File: src/rtl/bis_pkg.sv
package bis_pkg;

    // Field widths of the stream words and config registers
    localparam int COORD_W     = 13;
    localparam int CHAN_W      = 8;
    localparam int PIX_W       = 3 * CHAN_W;
    localparam int SIZE_W      = 10;
    localparam int DPI_W       = 11;
    localparam int CFG_INDEX_W = 2;
    localparam int CFG_DATA_W  = 11;
    localparam int S_TDATA_W   = 56;
    localparam int M_TDATA_W   = 24;

    // Defaults for the top-level parameters
    localparam int DEF_MAX_WIDTH  = 512;
    localparam int DEF_MAX_HEIGHT = 512;
    localparam int DEF_FRAC_BITS  = 8;

    // Reset values of the config registers
    localparam logic [SIZE_W-1:0] SIZE_RESET = SIZE_W'(512);
    localparam logic [DPI_W-1:0]  DPI_RESET  = DPI_W'(72);

    // Command codes carried on s_tuser
    localparam logic CMD_LOAD   = 1'b0;
    localparam logic CMD_INTERP = 1'b1;

    // Config register indexes
    localparam logic [CFG_INDEX_W-1:0] REG_SRC_WIDTH  = 2'd0;
    localparam logic [CFG_INDEX_W-1:0] REG_SRC_HEIGHT = 2'd1;
    localparam logic [CFG_INDEX_W-1:0] REG_TARGET_DPI = 2'd2;
    localparam logic [CFG_INDEX_W-1:0] REG_BASE_DPI   = 2'd3;

    // Four neighbor samples of one channel
    typedef struct packed {
        logic [CHAN_W-1:0] a;   // (x1, y1)
        logic [CHAN_W-1:0] b;   // (x2, y1)
        logic [CHAN_W-1:0] d;   // (x1, y2)
        logic [CHAN_W-1:0] e;   // (x2, y2)
    } quad_t;

    // Divider status
    typedef struct packed {
        logic busy;
        logic done;
    } div_stat_t;

    // One result word handed to the output register
    typedef struct packed {
        logic              err;
        logic [CHAN_W-1:0] red;
        logic [CHAN_W-1:0] green;
        logic [CHAN_W-1:0] blue;
    } result_t;

endpackage

File: src/rtl/bis_merge.sv
// Output register: joins the lane results into one word.
module bis_merge (
    input  logic                          aclk,
    input  logic                          aresetn,
    input  logic                          load,
    input  bis_pkg::result_t              result,
    output logic                          free,
    output logic                          m_tvalid,
    input  logic                          m_tready,
    output logic [bis_pkg::M_TDATA_W-1:0] m_tdata,
    output logic [0:0]                    m_tuser
);

    logic                          valid_reg;
    logic [bis_pkg::M_TDATA_W-1:0] data_reg;
    logic [0:0]                    user_reg;

    always_ff @(posedge aclk) begin
        if (!aresetn) begin
            valid_reg <= 1'b0;
        end else if (load) begin
            valid_reg <= 1'b1;
        end else if (m_tready) begin
            valid_reg <= 1'b0;
        end
    end

    always_ff @(posedge aclk) begin
        if (load) begin
            data_reg <= result.err ? '0 : {result.blue, result.green, result.red};
            user_reg <= result.err;
        end
    end

    assign free     = !valid_reg || m_tready;
    assign m_tvalid = valid_reg;
    assign m_tdata  = data_reg;
    assign m_tuser  = user_reg;

endmodule
File: config.mk
export PLATFORM = sky130hd
export DESIGN_NAME = bis_merge
export DESIGN_NICKNAME = d
export VERILOG_FILES = /design/src/rtl/bis_pkg.sv /design/src/rtl/bis_merge.sv
export SDC_FILE = /design/constraint.sdc
export NUM_CORES = 1
export LEC_CHECK = 0
export ABC_AREA = 0
export BUFFER_PORTS_ARGS = -buffer_cell sky130_fd_sc_hd__buf_4
export CAP_MARGIN = 20
export CORE_UTILIZATION = 38
export CTS_CLUSTER_DIAMETER = 60
export DETAILED_ROUTE_END_ITERATION = 10
export PLACE_DENSITY = 0.84
export SLEW_MARGIN = 0
export SYNTH_ARGS = -nofsm -noshare
export SYNTH_HDL_FRONTEND = slang
export SYNTH_SLANG_ARGS = --single-unit
export TNS_END_PERCENT = 100
File: constraint.sdc
create_clock -name aclk -period 0.8 [get_ports aclk]
set_input_delay 0.16 -clock aclk [delete_from_list [all_inputs] [get_ports aclk]]
set_output_delay 0.16 -clock aclk [all_outputs]
set_load 0.03 [all_outputs]
==> Word level (Yosys, flattened, before mapping) <==
Index checks and enable logic that the tools add are counted.
{ "classes": {"n_reduce_logical": 3, "n_mux": 2} }
{ "op_table": {"columns": ["cell", "n"], "rows": [
  ["2-to-1 mux 1 bit", 2],
  ["nonzero test 2 bit", 1],
  ["zero test 1 bit", 1],
  ["logical OR 1 bit", 1]
]} }
{ "word_totals": {"in_bits": 29, "ff_bits": 26, "out_inout_bits": 27, "wordCells": 8} }

==> Depth between registers and ports, before layout <==
Gate-level depths: netlist of the first run.
{ "depth": {"depth_word": 2, "depth_mapped": 2} }

==> Worst setup path before layout of the first run <==
Ideal clock, no wire load.
{ "synth_path": {"path_type": "register to register", "start": "reg m_tvalid (netlist name)", "end": "reg valid_reg (netlist: m_tvalid)", "stages_incl_launch_ff": 3, "required_time_ns": 0.724, "setup_slack_ns": -0.105, "n_path_buf": 0, "arrival_time_ns": 0.830, "path_cell_list": "dfxtp_1 -> nand2b_4 -> a21boi_0"} }
{ "synth_rtl": {"columns": ["element", "line", "rtl"], "rows": [
  ["end signal: assignment", "bis_merge.sv:20", "valid_reg <= 1'b0;"],
  ["end signal: assignment", "bis_merge.sv:22", "valid_reg <= 1'b1;"],
  ["end signal: assignment", "bis_merge.sv:24", "valid_reg <= 1'b0;"],
  ["end: declaration", "bis_merge.sv:14", "logic valid_reg;"]
]} }

==> Worst setup path in the final report of the first run <==
{ "layout_path": {"start": "reg data_reg (netlist bit m_tdata[2])", "end": "out m_tdata[2] (netlist bit)"} }
{ "layout_rtl": {"columns": ["element", "line", "rtl"], "rows": [
  ["start: declaration", "bis_merge.sv:15", "logic [bis_pkg::M_TDATA_W-1:0] data_reg;"],
  ["start signal: assignment", "bis_merge.sv:30", "data_reg <= result.err ? '0 : {result.blue, result.green, result.red};"],
  ["end: declaration", "bis_merge.sv:10", "output logic [bis_pkg::M_TDATA_W-1:0] m_tdata,"]
]} }
No word-level cell between the ends.

==> reports/metrics.cfg, run 1 <==
[critical_path]
critPathSlowestCell=edfxtp_1
r2r_slack_ns=0.14
worst_setup_path_start_kind=flop
worst_ep_arrival_time_ns=0.90
path_cells=buf_6
timing.rr.start=m_tvalid
critPathCaptureType=output pin
critPathTopFamily=flip-flops
critPathBufInv=1
cp-endpoint=m_tdata[2]
rr_endpoint=m_tvalid
startpoint=m_tdata[2]
path_max_fanout=1
rr_worst_depth=2
slowest_delay_ns=0.43
path_depth=1
crit_required_ns=0.64
crit_type=reg -> out

[yosys]
ys_seq_area_share_pct=76.4
avgSynthCellArea_sq_um=18.3
synth_seq_cells=26
ys_types=9
yosys_warnings=0
synthesis.area_sq_mm=0.00101
synth_nets=84
syn_inst=55
synth_largest_area_cell=edfxtp_1
synthTopCellsByArea=edfxtp_1 (74%), nor2b_2 (12%), nor2b_1 (3.7%), and2b_1 (3.0%), buf_6 (2.2%)
synth_top_cell_area_share_pct=74.4

[sta]
relSlewSlack_pct=78.7
whs_ns=0.102
drv_slew=0
hold_viol=0
fin_skew_ns=0
fmax_mhz=943
rsz0062_at_grt=yes
final.period_utilization_pct=133
tightest_slew_ns=0.320
min_period_ns=1.06
setup_violations=27
layout_setup_ws_ns=-0.261

[pwr]
internal_power_mw=2.15
p_comb_share_pct=23.5
power.switching_mw=0.743
clkPwrFrac_pct=19.1
swShare_pct=25.7
p_per_area_mw_per_mm2=1800
p_leak_nw=0.676
total_power_mw=2.89
pwr-share-seq_pct=57.4
peakVddDrop_uv=1080

[drt]
postRouteAntennaNets=0
vias_per_cell=4.47
avgRoutedWirePerCell_um=12.8
num_vias=643
drt_pass1_iterations=4
drcViolationCount=0
drtIter0Drc=4
routed_wl_mm=1.85

[worst_hold_path]
whs_path_depth=2
hp-class=in -> reg

[floorplan]
die_x_um=53.5
die_h_um=53.5
die_area_sq_mm=0.00286
core_sq_mm=0.00250
io-pin-count=56
initial_core_util_pct=40.3
placementRows=18

[final_layout]
drive_above_1_share_pct=66.7
nets=144
layout_commonest_cell=buf_4
fin_util_pct=64.3
diodes=0
area_growth_pct=59.4
layout_common_cells=buf_4 (28), buf_6 (27), edfxtp_1 (25)

[global_route]
grt_start_max_net_pins=27
grt_usage_pct=12.8
grt_pass1_wl_mm=2.59
grt_pass1_vias=648
antenna_found_initial=0
grt_overflow=0

[place]
place_ws_ns=-0.00394
hpwl_mm=1.50
gp_congestion=0.635
portBuffers=55

[clock_tree]
cts_num_sinks=26
cts_max_path_buffers=2
cts_tree=done
ctsHoldBuffers=0
clkTransAtPathRegs_ns=0.14
clock_latency_ns=0.30
cts_root_buffer=clkbuf_4
htree_levels=1
cts_buffers=3

[job]
cap_violations=0

[outcome]
status=finished with violations
violations=negative setup slack

## sequential cells by signal, summed over array words and instances (netlist names)
name / flops
m_tdata: 24
m_tuser: 1
m_tvalid: 1
## synthesized netlist by cell type
library cell	count
inv_1	1
and2b_1	4
edfxtp_1	25
nor2b_2	14
buf_6	2
a21boi_0	1
nand2b_4	1
dfxtp_1	1
nor2b_1	6
## repair_timing
action | in CTS | in global routing
endpoints found under the setup margin | 27 | 27
pin swaps | 0 | 0
gates resized for setup | 27 | 1
endpoints found under the hold margin | 0 | 0
setup buffers | 0 | 0
## logic make-up after synthesis
family	count (synthesis)	share of synthesized area, %
flops	26	76.4
simple gates	25	20.2
buf+inv	3	2.60
compound gates	1	0.745
## routing by layer
layer	part of all wire, %	GRT usage, %	vias up
li1	-	-	307
met2	60	26.7	29
met3	4.8	1.15	2
met4	0.81	5.70	0
met1	34	12.2	305
met5	0	0	-
## power by group through the flow
stage	Combinational (mW)	Sequential, mW	Clock (mW)
after floorplan	0.0901	1.89	0
after global placement	0.606	1.67	0
after detailed placement	0.624	1.67	0
after CTS	0.687	1.66	0.567
after global routing	0.715	1.67	0.608
final	0.679	1.66	0.551
## worst reg2reg max path, delay by kind of cell, from the launching register on
| kind | cells | cell delay, ns |
|---|---|---|
| flip-flops | 1 | 0.38 |
| AND/OR/NAND/NOR | 1 | 0.05 |
| AO/OA/AOI/OAI | 1 | 0.15 |
## metrics by stage
step / setup TNS (ns) / instances / cell area [sq um]
final: -5.99 / 144 / 1610
after global placement: 0 / 140 / 1480
after global routing: -6.95 / 144 / 1610
after floorplan: 0 / 55 / 1010
after detailed placement: -0.0830 / 140 / 1480
after CTS: -6.31 / 144 / 1610
## area by class of cell
type / count / area (sq um)
Inverter: 1 / 3.75
Multi-Input combinational cell: 26 / 211
Sequential cell: 26 / 774
Tap cell: 30 / 37.5
Fill cell: 189 / 892
Clock buffer: 4 / 26.3
Timing Repair Buffer: 57 / 554
## worst min path at each step
| stage | startpoint | end | slack (ns) |
|---|---|---|---|
| final | aresetn | m_tvalid | 0.10 |
| after CTS | aresetn | m_tvalid | 0.09 |
| after global placement | aresetn | m_tvalid | 0.41 |
| after detailed placement | aresetn | m_tvalid | 0.43 |
| after floorplan | result[24] | m_tuser | 0.26 |
| after global routing | aresetn | m_tvalid | 0.09 |
(Power assumes the default switching activity.)
==> run 2, diff against run 1 <==
--- a/config.mk
+++ b/config.mk
@@ -11,9 +11,10 @@
 export CORE_UTILIZATION = 38
 export CTS_CLUSTER_DIAMETER = 60
 export DETAILED_ROUTE_END_ITERATION = 10
+export GPL_TIMING_DRIVEN = 0
 export PLACE_DENSITY = 0.84
 export SLEW_MARGIN = 0
 export SYNTH_ARGS = -nofsm -noshare
 export SYNTH_HDL_FRONTEND = slang
 export SYNTH_SLANG_ARGS = --single-unit
-export TNS_END_PERCENT = 100
+export TNS_END_PERCENT = 10
==> reports/metrics.cfg, run 2 (synthesized netlist as in run 1, its figures left out) <==
[outcome]
status=finished with violations
violations=negative setup slack

[global_route]
antenna_found_initial=0
grt_pass1_vias=590
grt_start_max_net_pins=27
busiest_layer=met2
grt_usage_pct=12.8
grt_use_met3_pct=1.15
grt_pass1_wl_mm=2.53
grt_use_met1_pct=13.9
grt_overflow=0
use_met2_pct=24.8

[final_layout]
fillCellCount=197
layout_common_cells=buf_6 (29), buf_4 (28), edfxtp_1 (25)
layout_commonest_cell=buf_6
nets=144
fin_cells=144
area_growth_pct=58.7
diodes=0
drive_above_1_share_pct=67.5
largest_register_ffs=24

[drt]
drt_pass1_iterations=3
postRouteAntennaNets=0
num_vias=629
drcViolationCount=0
avgRoutedWirePerCell_um=13.0
drtIter0Drc=1
routed_wl_mm=1.88
vias_per_cell=4.37

[sta]
layout_setup_ws_ns=-0.260
relSlewSlack_pct=77.7
fmax_mhz=943
min_period_ns=1.06
drv_slew=0
fin_skew_ns=0
rsz0062_at_grt=yes
hold_viol=0
tightest_slew_ns=0.335
setup_violations=27
final.period_utilization_pct=133

[critical_path]
r2r_slack_ns=0.15
critPathSlowestCell=edfxtp_1
crit_type=reg -> out
critPathCaptureType=output pin
worst_setup_path_start_kind=flop
critPathBufInv=1
slowest_delay_ns=0.43
timing.rr.start=m_tvalid
rr_worst_depth=2
crit_required_ns=0.64
rr_endpoint=m_tvalid
path_max_fanout=1
worst_ep_arrival_time_ns=0.90
path_cells=buf_6
critPathTopFamily=flip-flops

[clock_tree]
clkTransAtPathRegs_ns=0.13
cts_setup_buffers=0
htree_levels=1
cts_root_buffer=clkbuf_4
cts_max_path_buffers=2
ctsHoldBuffers=0
cts_num_sinks=26
clock_latency_ns=0.31
cts_tree=done
cts_buffers=3

[place]
place_inst=140
place_ws_ns=-0.0117
portBuffers=55
gp_congestion=0.616

[pwr]
peakVddDrop_uv=1080
p_per_area_mw_per_mm2=1850
p_leak_nw=0.675

[worst_hold_path]
whs_path_depth=1
timing.hold.worst_endpoint=m_tuser
hp-class=in -> reg
min_from=result[24]

[floorplan]
core_sq_mm=0.00250
die_h_um=53.5
io-pin-count=56
placementRows=18
die_area_sq_mm=0.00286
die_x_um=53.5
initial_core_util_pct=40.3

[job]
cap_violations=0

run 2: cell counts in the layout (fill, tap and decap cells not counted):
Identical to the previous run, type by type.
run 2: power by group:
group	internal (mW)	total (mW)	switching [mW]	leakage [nW]
logic	0.333	0.666	0.333	0.404
registers	1.61	1.66	0.0521	0.250
clock network	0.278	0.641	0.364	0.0210
total	2.22	2.97	0.748	0.675
run 2: how the worst max path moves through the flow:
stage / end / slack [ns] / start / depth (start not counted)
finish: m_tdata[22] / -0.26 / m_tdata[22] / 1
global route: m_tuser / -0.29 / m_tuser / 1
CTS: m_tuser / -0.27 / m_tuser / 1
detailed placement: m_tdata[10] / -0.01 / load / 1
global placement: m_tdata[13] / 0.01 / load / 1
floorplan: m_tvalid / 0.02 / m_tvalid / 2
run 2: metrics by stage:
step	hold WS, ns	utilization (%)	instance area (sq um)	setup TNS, ns	power, mW
floorplan	0.259	-	1010	0	1.98
global placement	0.392	58.4	1460	0	2.26
detailed placement	0.405	58.4	1460	-0.279	2.28
CTS	0.0625	63.9	1600	-6.57	3.01
global route	0.0658	64.0	1600	-7.12	3.07
finish	0.0753	64.0	1600	-6.14	2.97
run 2: timing repair:
action,CTS,global route
resized for setup,27,1
cloned,0,0
endpoints found under the setup margin,27,27
endpoints found under the hold margin,0,0
run 2: layout make-up:
cell class | count | area [sq um] | area share [%]
multi-input combinational | 26 | 211 | 13.2
buffer | 2 | 22.5 | 1.41
clock buffer | 4 | 36.3 | 2.27
timing repair buffer | 55 | 514 | 32.1
tap | 30 | 37.5 | 2.35
sequential | 26 | 774 | 48.4
inverter | 1 | 3.75 | 0.235
run 2: metal layers:
| metal | up-vias | wire length, um |
|---|---|---|
| met5 | - | 0 |
| met4 | 0 | 0 |
| met3 | 0 | 92 |
| met2 | 27 | 1090 |
| met1 | 295 | 694 |
| li1 | 307 | - |
