### src/rtl/bis_pkg.sv
package bis_pkg;

    // Field widths of the stream words and config registers
    localparam int COORD_W     = 13;
    localparam int CHAN_W      = 8;
    localparam int PIX_W       = 3 * CHAN_W;
    localparam int SIZE_W      = 10;
    localparam int DPI_W       = 11;
    localparam int CFG_INDEX_W = 2;
    localparam int CFG_DATA_W  = 11;
    localparam int S_TDATA_W   = 56;
    localparam int M_TDATA_W   = 24;

    // Defaults for the top-level parameters
    localparam int DEF_MAX_WIDTH  = 512;
    localparam int DEF_MAX_HEIGHT = 512;
    localparam int DEF_FRAC_BITS  = 8;

    // Reset values of the config registers
    localparam logic [SIZE_W-1:0] SIZE_RESET = SIZE_W'(512);
    localparam logic [DPI_W-1:0]  DPI_RESET  = DPI_W'(72);

    // Command codes carried on s_tuser
    localparam logic CMD_LOAD   = 1'b0;
    localparam logic CMD_INTERP = 1'b1;

    // Config register indexes
    localparam logic [CFG_INDEX_W-1:0] REG_SRC_WIDTH  = 2'd0;
    localparam logic [CFG_INDEX_W-1:0] REG_SRC_HEIGHT = 2'd1;
    localparam logic [CFG_INDEX_W-1:0] REG_TARGET_DPI = 2'd2;
    localparam logic [CFG_INDEX_W-1:0] REG_BASE_DPI   = 2'd3;

    // Four neighbor samples of one channel
    typedef struct packed {
        logic [CHAN_W-1:0] a;   // (x1, y1)
        logic [CHAN_W-1:0] b;   // (x2, y1)
        logic [CHAN_W-1:0] d;   // (x1, y2)
        logic [CHAN_W-1:0] e;   // (x2, y2)
    } quad_t;

    // Divider status
    typedef struct packed {
        logic busy;
        logic done;
    } div_stat_t;

    // One result word handed to the output register
    typedef struct packed {
        logic              err;
        logic [CHAN_W-1:0] red;
        logic [CHAN_W-1:0] green;
        logic [CHAN_W-1:0] blue;
    } result_t;

endpackage

### src/rtl/bis_lane.sv
// One color channel: horizontal blend, vertical blend, round.
module bis_lane #(
    parameter int FRAC_BITS = bis_pkg::DEF_FRAC_BITS
) (
    input  logic                       aclk,
    input  logic                       aresetn,
    input  logic                       in_valid,
    input  bis_pkg::quad_t             quad,
    input  logic [FRAC_BITS-1:0]       fx,
    input  logic [FRAC_BITS-1:0]       fy,
    output logic                       out_valid,
    output logic [bis_pkg::CHAN_W-1:0] chan
);

    localparam int TW = bis_pkg::CHAN_W + FRAC_BITS;
    localparam int VW = bis_pkg::CHAN_W + 2 * FRAC_BITS;
    localparam logic [FRAC_BITS:0] ONE  = (FRAC_BITS+1)'(1) << FRAC_BITS;
    localparam logic [VW-1:0]      HALF = VW'(1) << (2 * FRAC_BITS - 1);

    logic [FRAC_BITS:0]         wx, wy;
    logic [TW-1:0]              top_next, bot_next, top_reg, bot_reg;
    logic [FRAC_BITS-1:0]       fy_reg;
    logic [VW-1:0]              v_next, v_reg, rnd;
    logic [bis_pkg::CHAN_W-1:0] chan_reg;
    logic                       v1_reg, v2_reg, v3_reg;

    always_comb begin
        wx       = ONE - {1'b0, fx};
        top_next = TW'(TW'(quad.a) * TW'(wx)) + TW'(TW'(quad.b) * TW'(fx));
        bot_next = TW'(TW'(quad.d) * TW'(wx)) + TW'(TW'(quad.e) * TW'(fx));
        wy       = ONE - {1'b0, fy_reg};
        v_next   = VW'(VW'(top_reg) * VW'(wy)) + VW'(VW'(bot_reg) * VW'(fy_reg));
        // weights sum to one, so the rounded value never exceeds 255
        rnd      = v_reg + HALF;
    end

    always_ff @(posedge aclk) begin
        if (!aresetn) begin
            v1_reg <= 1'b0;
            v2_reg <= 1'b0;
            v3_reg <= 1'b0;
        end else begin
            v1_reg <= in_valid;
            v2_reg <= v1_reg;
            v3_reg <= v2_reg;
        end
    end

    always_ff @(posedge aclk) begin
        if (in_valid) begin
            top_reg <= top_next;
            bot_reg <= bot_next;
            fy_reg  <= fy;
        end
        if (v1_reg) begin
            v_reg <= v_next;
        end
        if (v2_reg) begin
            chan_reg <= rnd[VW-1:2*FRAC_BITS];
        end
    end

    assign out_valid = v3_reg;
    assign chan      = chan_reg;

endmodule

### config.mk
export PLATFORM = sky130hd
export DESIGN_NAME = bis_lane
export DESIGN_NICKNAME = d
export VERILOG_FILES = /design/src/rtl/bis_pkg.sv /design/src/rtl/bis_lane.sv
export SDC_FILE = /design/constraint.sdc
export NUM_CORES = 1
export LEC_CHECK = 0
export ABC_AREA = 1
export BUFFER_PORTS_ARGS = -buffer_cell sky130_fd_sc_hd__buf_2
export CAP_MARGIN = 40
export CORE_MARGIN = 2
export CORE_UTILIZATION = 60
export CTS_CLUSTER_SIZE = 24
export DETAILED_ROUTE_END_ITERATION = 10
export PLACE_DENSITY = 0.88
export SYNTH_ARGS = -nofsm -noshare
export SYNTH_HDL_FRONTEND = slang
export SYNTH_SLANG_ARGS = --single-unit
### constraint.sdc
create_clock -name aclk -period 7.91 [get_ports aclk]
set_input_delay 0.791 -clock aclk [delete_from_list [all_inputs] [get_ports aclk]]
set_output_delay 0.791 -clock aclk [all_outputs]
set_load 0.05 [all_outputs]
# Yosys cells after proc, flatten, opt, wreduce, memory -nomap -nowiden
# Index checks and enable logic that the tools add are counted.
[op_classes] addsub=6 n_mul=6 div=0 n_lt_le_gt_ge=0 eq_ne=0 n_shift=0 muxes=0 bitwise_logic=0 n_reduce_logical=0
[op_table] cell="$add 16x16->16" count=2
[op_table] cell="$mul 8x8->16" count=2
[op_table] cell="$mul 8x9->16" count=2
[op_table] cell="$add 24x16->24 const B" count=1
[op_table] cell="$add 24x24->24" count=1
[op_table] cell="$mul 16x8->24" count=1
[op_table] cell="$mul 16x9->24" count=1
[op_table] cell="$sub 9x8->9 const A" count=2
[totals] register_bits=75 latchBits=0 ram_bits=0 rom_bits=0 input_bits=51 output_inout_bits=9 word_cells=20 n_memories=0

# Longest topological paths before layout
# Gate-level depths: netlist (run 1).
[logic_depth] ltp_word=3 ltp_mapped=36 depth_no_buf=33

# Least setup slack after synthesis (run 1)
# OpenSTA, ideal clock, no wires.
[synth_timing] kind="input to register" startpoint="input port fx[0]" endpoint="register top_reg[15] (data pin)" setup_ns=0.252 t_arrival_ns=6.350 t_required_ns=7.658 slack_ns=1.308 path_stages=28 path_buffers=2 path_cell_list="clkbuf_1 clkbuf_1 inv_1 ha_1 nand2_1 nor2_1 inv_1 nand2_1 nand2_1 inv_1 nand2_1 fa_1 fa_1 inv_1 fa_1 fa_1 fa_1 inv_1 fa_1 inv_1 ha_1 a21oi_1 a21boi_0 nor2_1 nor2_1 inv_1 nand2_1 nand2_1"
[synth_via] elab_chain_cells=3 elab_cells_between_ends=4 cone_classes="add/sub: 2; mul: 2"
[synth_rtl] item="from (decl)" line="bis_lane.sv:9" rtl="input logic [FRAC_BITS-1:0] fx,"
[synth_rtl] item="$sub 9x8->9" line="bis_lane.sv:28" rtl="wx = ONE - {1'b0, fx};"
[synth_rtl] item="$mul 8x9->16" line="bis_lane.sv:29" rtl="top_next = TW'(TW'(quad.a) * TW'(wx)) + TW'(TW'(quad.b) * TW'(fx));"
[synth_rtl] item="$add 16x16->16 (*)" line="bis_lane.sv:29"
[synth_rtl] item="net top_next[15]" line="bis_lane.sv:21" rtl="logic [TW-1:0] top_next, bot_next, top_reg, bot_reg;"
[synth_rtl] item="to (signal assigned)" line="bis_lane.sv:51" rtl="top_reg <= top_next;"
[synth_rtl] item="to (decl)" line="bis_lane.sv:21"
# Mark *: on every way through the listed nets, which the timed path passes. The rest lies on a longest branch.
# A chain may end at the register's enable or synchronous reset.

# Final worst setup path (run 1)
[layout_timing] startpoint="register fy_reg[0]" endpoint="register v_reg[22] (data pin)"
[layout_via] elab_chain_cells=3 elab_cells_between_ends=4 cone_classes="add/sub: 2; mul: 2"
[layout_rtl] item="from (decl)" line="bis_lane.sv:22" rtl="logic [FRAC_BITS-1:0] fy_reg;"
[layout_rtl] item="from (signal assigned)" line="bis_lane.sv:53" rtl="fy_reg <= fy;"
[layout_rtl] item="$sub 9x8->9" line="bis_lane.sv:31" rtl="wy = ONE - {1'b0, fy_reg};"
[layout_rtl] item="$mul 16x9->24" line="bis_lane.sv:32" rtl="v_next = VW'(VW'(top_reg) * VW'(wy)) + VW'(VW'(bot_reg) * VW'(fy_reg));"
[layout_rtl] item="$add 24x24->24 (*)" line="bis_lane.sv:32"
[layout_rtl] item="net v_next[22]" line="bis_lane.sv:23" rtl="logic [VW-1:0] v_next, v_reg, rnd;"
[layout_rtl] item="to (signal assigned)" line="bis_lane.sv:56" rtl="v_reg <= v_next;"
[layout_rtl] item="to (decl)" line="bis_lane.sv:23"
# Marked as above.

==> results of run 1 <==
[per-layer routing]
metal  vias up  track usage  share of wire  wire length, um
met4         0        0.158          0.062             3090
met1      7783        0.341           0.35            17600
met2       813        0.530           0.50            25100
li1       7308            -              -                -
met5         -            0              0                0
met3       219       0.0463          0.083             4150
[cell usage in the layout, fill, tap and decap left out, drive strengths merged]
cell / Yosys / final
inv: 851 / 852
nand2: 639 / 639
fa: 422 / 422
ha: 202 / 202
nor2: 146 / 146
buf: 34 / 71
edfxtp: 57 / 57
a21oi: 45 / 45
nand3: 37 / 37
xor2: 28 / 28
o21ai: 24 / 24
xnor2: 20 / 20
nand4: 13 / 13
clkbuf: 57 / 9
nor3: 6 / 6
clkinv: 1 / 5
o21bai: 4 / 4
a21o: 3 / 3
a31oi: 3 / 3
dfxtp: 3 / 3
or2: 3 / 3
a21boi: 2 / 2
o21a: 2 / 2
bufinv: 0 / 2
nor4: 1 / 1
a31o: 1 / 1
and3: 1 / 1
nor3b: 1 / 1
[stage by stage]
step | hold slack, ps | cells | setup slack (ps)
final | 569 | 3050 | 940
after global routing | 594 | 3050 | 643
after CTS | 575 | 3050 | 1030
after detailed placement | 561 | 3034 | 719
after global placement | 533 | 3033 | 858
after floorplan | 527 | 2606 | 1310
[logic make-up after synthesis]
| family | share of synthesized area |
|---|---|
| AND/OR/NAND/NOR | 0.163 |
| buffers and inverters | 0.175 |
| adder cells (fa/ha/maj) | 0.533 |
| flip-flops | 0.0860 |
| XOR/XNOR | 0.0208 |
| AO/OA/AOI/OAI | 0.0225 |
[worst max-delay path: cells and delay by family, from the launching register on]
family | cells | cell delay [ps]
compound gates | 2 | 320
flops | 1 | 540
simple gates | 11 | 1540
fa+ha+maj | 8 | 3530
buf+inv | 8 | 760
[area by class of cell]
cell class	count	area (um2)
Timing Repair Buffer	71	398
Tap cell	448	561
Clock buffer	9	225
Inverter	852	3200
Clock inverter	7	100
Multi-Input combinational cell	1603	15200
Sequential cell	60	1770
Fill cell	2699	12200
[worst paths after layout]
kind	startpoint	cells past startpoint	slack (ps)	to
hold / removal	v_reg[23]	1	570	chan[7]
setup reg to reg	fy_reg[0]	29	940	v_reg[22]
hold reg to reg	v_reg[23]	1	570	chan[7]
setup / recovery	fy_reg[0]	29	940	v_reg[22]
==> results.cfg, run 1 <==
[die]
total_die_area_um2 = 35800
placementRows = 67
core_area_um2 = 33700
io_pins = 60
initial_core_util = 0.611
die_h_um = 189
die_x_um = 189

[synthesis]
post_synth_num_cell_types = 40
synth_edf_count = 57
mappedNetlistNets = 3281
synth_area_leaders = sky130_fd_sc_hd__fa_1 (41%), sky130_fd_sc_hd__inv_1 (15%), sky130_fd_sc_hd__ha_1 (12%)
syn_area_um2 = 20600
postSynth.topFlopCell = sky130_fd_sc_hd__edfxtp_1
synth_top_area_cell = sky130_fd_sc_hd__fa_1
synthesis.instances = 2606
ys_top_cells_by_count = sky130_fd_sc_hd__inv_1 (845), sky130_fd_sc_hd__nand2_1 (636), sky130_fd_sc_hd__fa_1 (422), sky130_fd_sc_hd__ha_1 (202), sky130_fd_sc_hd__nor2_1 (133)
synthesized_flop_and_latch_total = 60
yosys_warnings = 0
synth_async_sr_flop_share = 0
postSynthAreaPerCell_um2 = 7.90
synth_top_cell_area_share = 0.410
synth.most_common_cell = sky130_fd_sc_hd__inv_1
synth_sequential_area_ratio = 0.0860

[cts]
cts.hold.buffers_added = 0
post_cts_resized = 0
clock_tree.root_cell = sky130_fd_sc_hd__clkbuf_16
bufs_on_longest_clock_path = 2
clk_pin_slew_ps = 60
cts_tree = built
post-cts-setup-buffer-count = 0
htree_levels = 3
cts-buffers-inserted = 9
clk_latency_ps = 350
cts.sink_count = 60

[grt]
grt-ovfl-total = 0
gr-usage-all-layers = 0.296
grt_pass1_vias = 17750
global_route_wire_length_before_repair_um = 83900
number_of_antenna_violations_at_the_first_check_in_global_routing = 0
grt_start_max_net_pins = 39

[placement]
portbufs = 59
place_congestion = 0.988
dpl_cell_area_um2 = 21100
place.detailed.hpwl_um = 42100

[setup_path]
cpMaxStageDelayCell = sky130_fd_sc_hd__edfxtp_1
timing.critical_path.from_type = register
end_kind = register
worst_path_largest_cell_delay_ps = 540
crit_required_ps = 8010
data_arrival_at_the_endpoint_of_the_critical_path_ps = 7070
worstPathMaxFanout = 13
cp_common_cell = sky130_fd_sc_hd__inv_1
critPathKind = register to register

[run]
max_cap_viol_count = 0

[drt]
sum_of_routed_wire_length_over_all_layers_um = 50000
drc_errors = 0
avg_wl_per_cell_um = 16.4
vias = 16123
routed_via_density = 5.29
ant_nets = 0
dr.first_iter.drc_count = 1092
detailedRoute.firstPassIterationCount = 6

[final_layout]
antenna_cells = 0
finalNetCount = 3272
fin_util = 0.637
syn_to_final_growth_pct = 4.25
final_design_area_no_fill_um2 = 21500
layout-drive-gt1-share = 0.0453

[sta]
finalHoldViolCount = 0
fraction_of_the_cycle_the_final_worst_path_needs = 0.881
fmax_mhz = 143
drv_slew = 0
finalWorstPathRequiredPeriod_ps = 6970
setup_violations = 0
setup_total_negative_slack_ps = 0
grt_setup_unrepaired = false
finClkSkew_ps = 8.11
tightestPinTransition_ps = 704
slew-limit-headroom = 0.531

[hold_path]
hold_class = register to register

[run_status]
result_of_the_run = finished, final reports clean
Power of run 1 is not shown: default switching activity piles up to over one toggle a cycle in this logic, so the estimate is an artifact.
==> run 2: changes to the inputs <==
- PLACE_DENSITY: 0.88 -> 0.77
- RECOVER_POWER: default -> 100
==> run 2 against run 1 <==
Net effect:
- the flow now finishes with violations (max-capacitance violations, max-slew violations)
- worst setup slack better by 78 ps
- largest cell class unchanged
- cell count hardly changed
- die area stayed put
- first-iteration DRC count is 11% higher
- register-to-register slack better by 170 ps
- worst hold slack better by 4.6 ps
- routed wire length is 2.0% lower
- clock skew is 1.6 ps lower
- highest routed layer is now met5
==> results.cfg, run 2 (synthesized netlist as in run 1, its figures left out) <==
[run_status]
result_of_the_run = finished with violations
failing_checks = max-capacitance violations, max-slew violations

[setup_path]
timing.critical_path.from_type = input pin
critPathKind = input pin to register
worstPathMaxFanout = 14
end_kind = register
crit_required_ps = 8010
data_arrival_at_the_endpoint_of_the_critical_path_ps = 6990

[final_layout]
layout.cells.most_common = sky130_fd_sc_hd__inv_1
finalNetCount = 3274
fin_util = 0.636
nFillCells = 2900
layout-drive-gt1-share = 0.0392
syn_to_final_growth_pct = 3.99
commonest_cells_after_routing_fill_and_taps_aside = sky130_fd_sc_hd__inv_1 (846), sky130_fd_sc_hd__nand2_1 (636), sky130_fd_sc_hd__fa_1 (422)
final_design_area_no_fill_um2 = 21400

[drt]
detailedRoute.firstPassIterationCount = 6
sum_of_routed_wire_length_over_all_layers_um = 49000
avg_wl_per_cell_um = 16.0
drc_errors = 0
dr.first_iter.drc_count = 1211
vias = 15888
routed_via_density = 5.20
ant_nets = 0

[sta]
drv_slew = 35
setup_violations = 0
setup_total_negative_slack_ps = 0
grt_setup_unrepaired = false
finClkSkew_ps = 6.53
slew-limit-headroom = -0.317
tightestPinTransition_ps = 1980
fmax_mhz = 145
finalHoldViolCount = 0
finalWorstPathRequiredPeriod_ps = 6890
fraction_of_the_cycle_the_final_worst_path_needs = 0.871

[placement]
portbufs = 59
place_congestion = 0.941
place.detailed.hpwl_um = 42400
dpl_cell_area_um2 = 21200

[die]
die_h_um = 189
die_x_um = 189
io_pins = 60
initial_core_util = 0.611
placementRows = 67
core_area_um2 = 33700
total_die_area_um2 = 35800

[grt]
number_of_antenna_violations_at_the_first_check_in_global_routing = 2
gr-usage-all-layers = 0.296
grt_start_max_net_pins = 35
global_route_wire_length_before_repair_um = 83000
grt_pass1_vias = 17207
grt-ovfl-total = 0

[cts]
htree_levels = 3
cts_tree = built
bufs_on_longest_clock_path = 2
post-cts-setup-buffer-count = 0
cts.sink_count = 60
cts-buffers-inserted = 9
clk_latency_ps = 350
clock_tree.root_cell = sky130_fd_sc_hd__clkbuf_16
cts.hold.buffers_added = 0
post_cts_resized = 0
clk_pin_slew_ps = 60

[hold_path]
hold_class = register to register

[run]
max_cap_viol_count = 1
==> run 2: critical path, cell delays in order <==
cell	delay [ps]
sky130_fd_sc_hd__buf_2	100
sky130_fd_sc_hd__inv_1	50
sky130_fd_sc_hd__ha_1	260
sky130_fd_sc_hd__nand2_1	80
sky130_fd_sc_hd__nor2_1	170
sky130_fd_sc_hd__nand2_1	100
sky130_fd_sc_hd__o21ai_0	190
sky130_fd_sc_hd__nand2_1	150
sky130_fd_sc_hd__inv_1	530
sky130_fd_sc_hd__nand2_1	170
sky130_fd_sc_hd__fa_1	570
sky130_fd_sc_hd__inv_1	60
sky130_fd_sc_hd__fa_1	560
sky130_fd_sc_hd__fa_1	470
sky130_fd_sc_hd__fa_1	460
sky130_fd_sc_hd__fa_1	520
sky130_fd_sc_hd__inv_1	50
sky130_fd_sc_hd__fa_1	470
sky130_fd_sc_hd__inv_1	40
sky130_fd_sc_hd__ha_1	320
sky130_fd_sc_hd__a21oi_1	200
sky130_fd_sc_hd__o21ai_0	150
sky130_fd_sc_hd__a21oi_1	250
sky130_fd_sc_hd__o21bai_1	120
sky130_fd_sc_hd__xor2_1	140
==> run 2: through the flow <==
stage | hold slack [ps] | worst slack (ps) | instances
5_1_grt | 582 | 555 | 3053
6_report | 574 | 1020 | 3053
2_1_floorplan | 527 | 1310 | 2606
4_1_cts | 575 | 1320 | 3052
3_5_place_dp | 562 | 974 | 3036
3_3_place_gp | 530 | 1080 | 3035
==> run 2: final timing paths <==
check	slack [ps]	cells after the start	start	endpoint
setup / recovery	1020	25	fx[1]	top_reg[11]
hold / removal	570	1	v_reg[16]	chan[0]
setup reg to reg	1110	21	fy_reg[2]	v_reg[19]
hold reg to reg	570	1	v_reg[16]	chan[0]
==> run 2: layout make-up <==
type                    instances  area [um2]  area share
inverters                     852        3200       0.149
multi-input cells            1603       15200       0.710
clock inverters                 7        75.1     0.00351
diodes                          1        2.50    0.000117
well taps                     448         561      0.0262
flip-flops and latches         60        1770      0.0827
repair buffers                 73         378      0.0176
clock buffers                   9         225      0.0105
==> run 2: layer usage <==
layer | share of wire | track usage
met1 | 0.38 | 0.358
met2 | 0.51 | 0.532
met4 | 0.045 | 0.133
met3 | 0.064 | 0.0337
met5 | 0.00027 | 0
Power of run 2 is left out for the same reason.
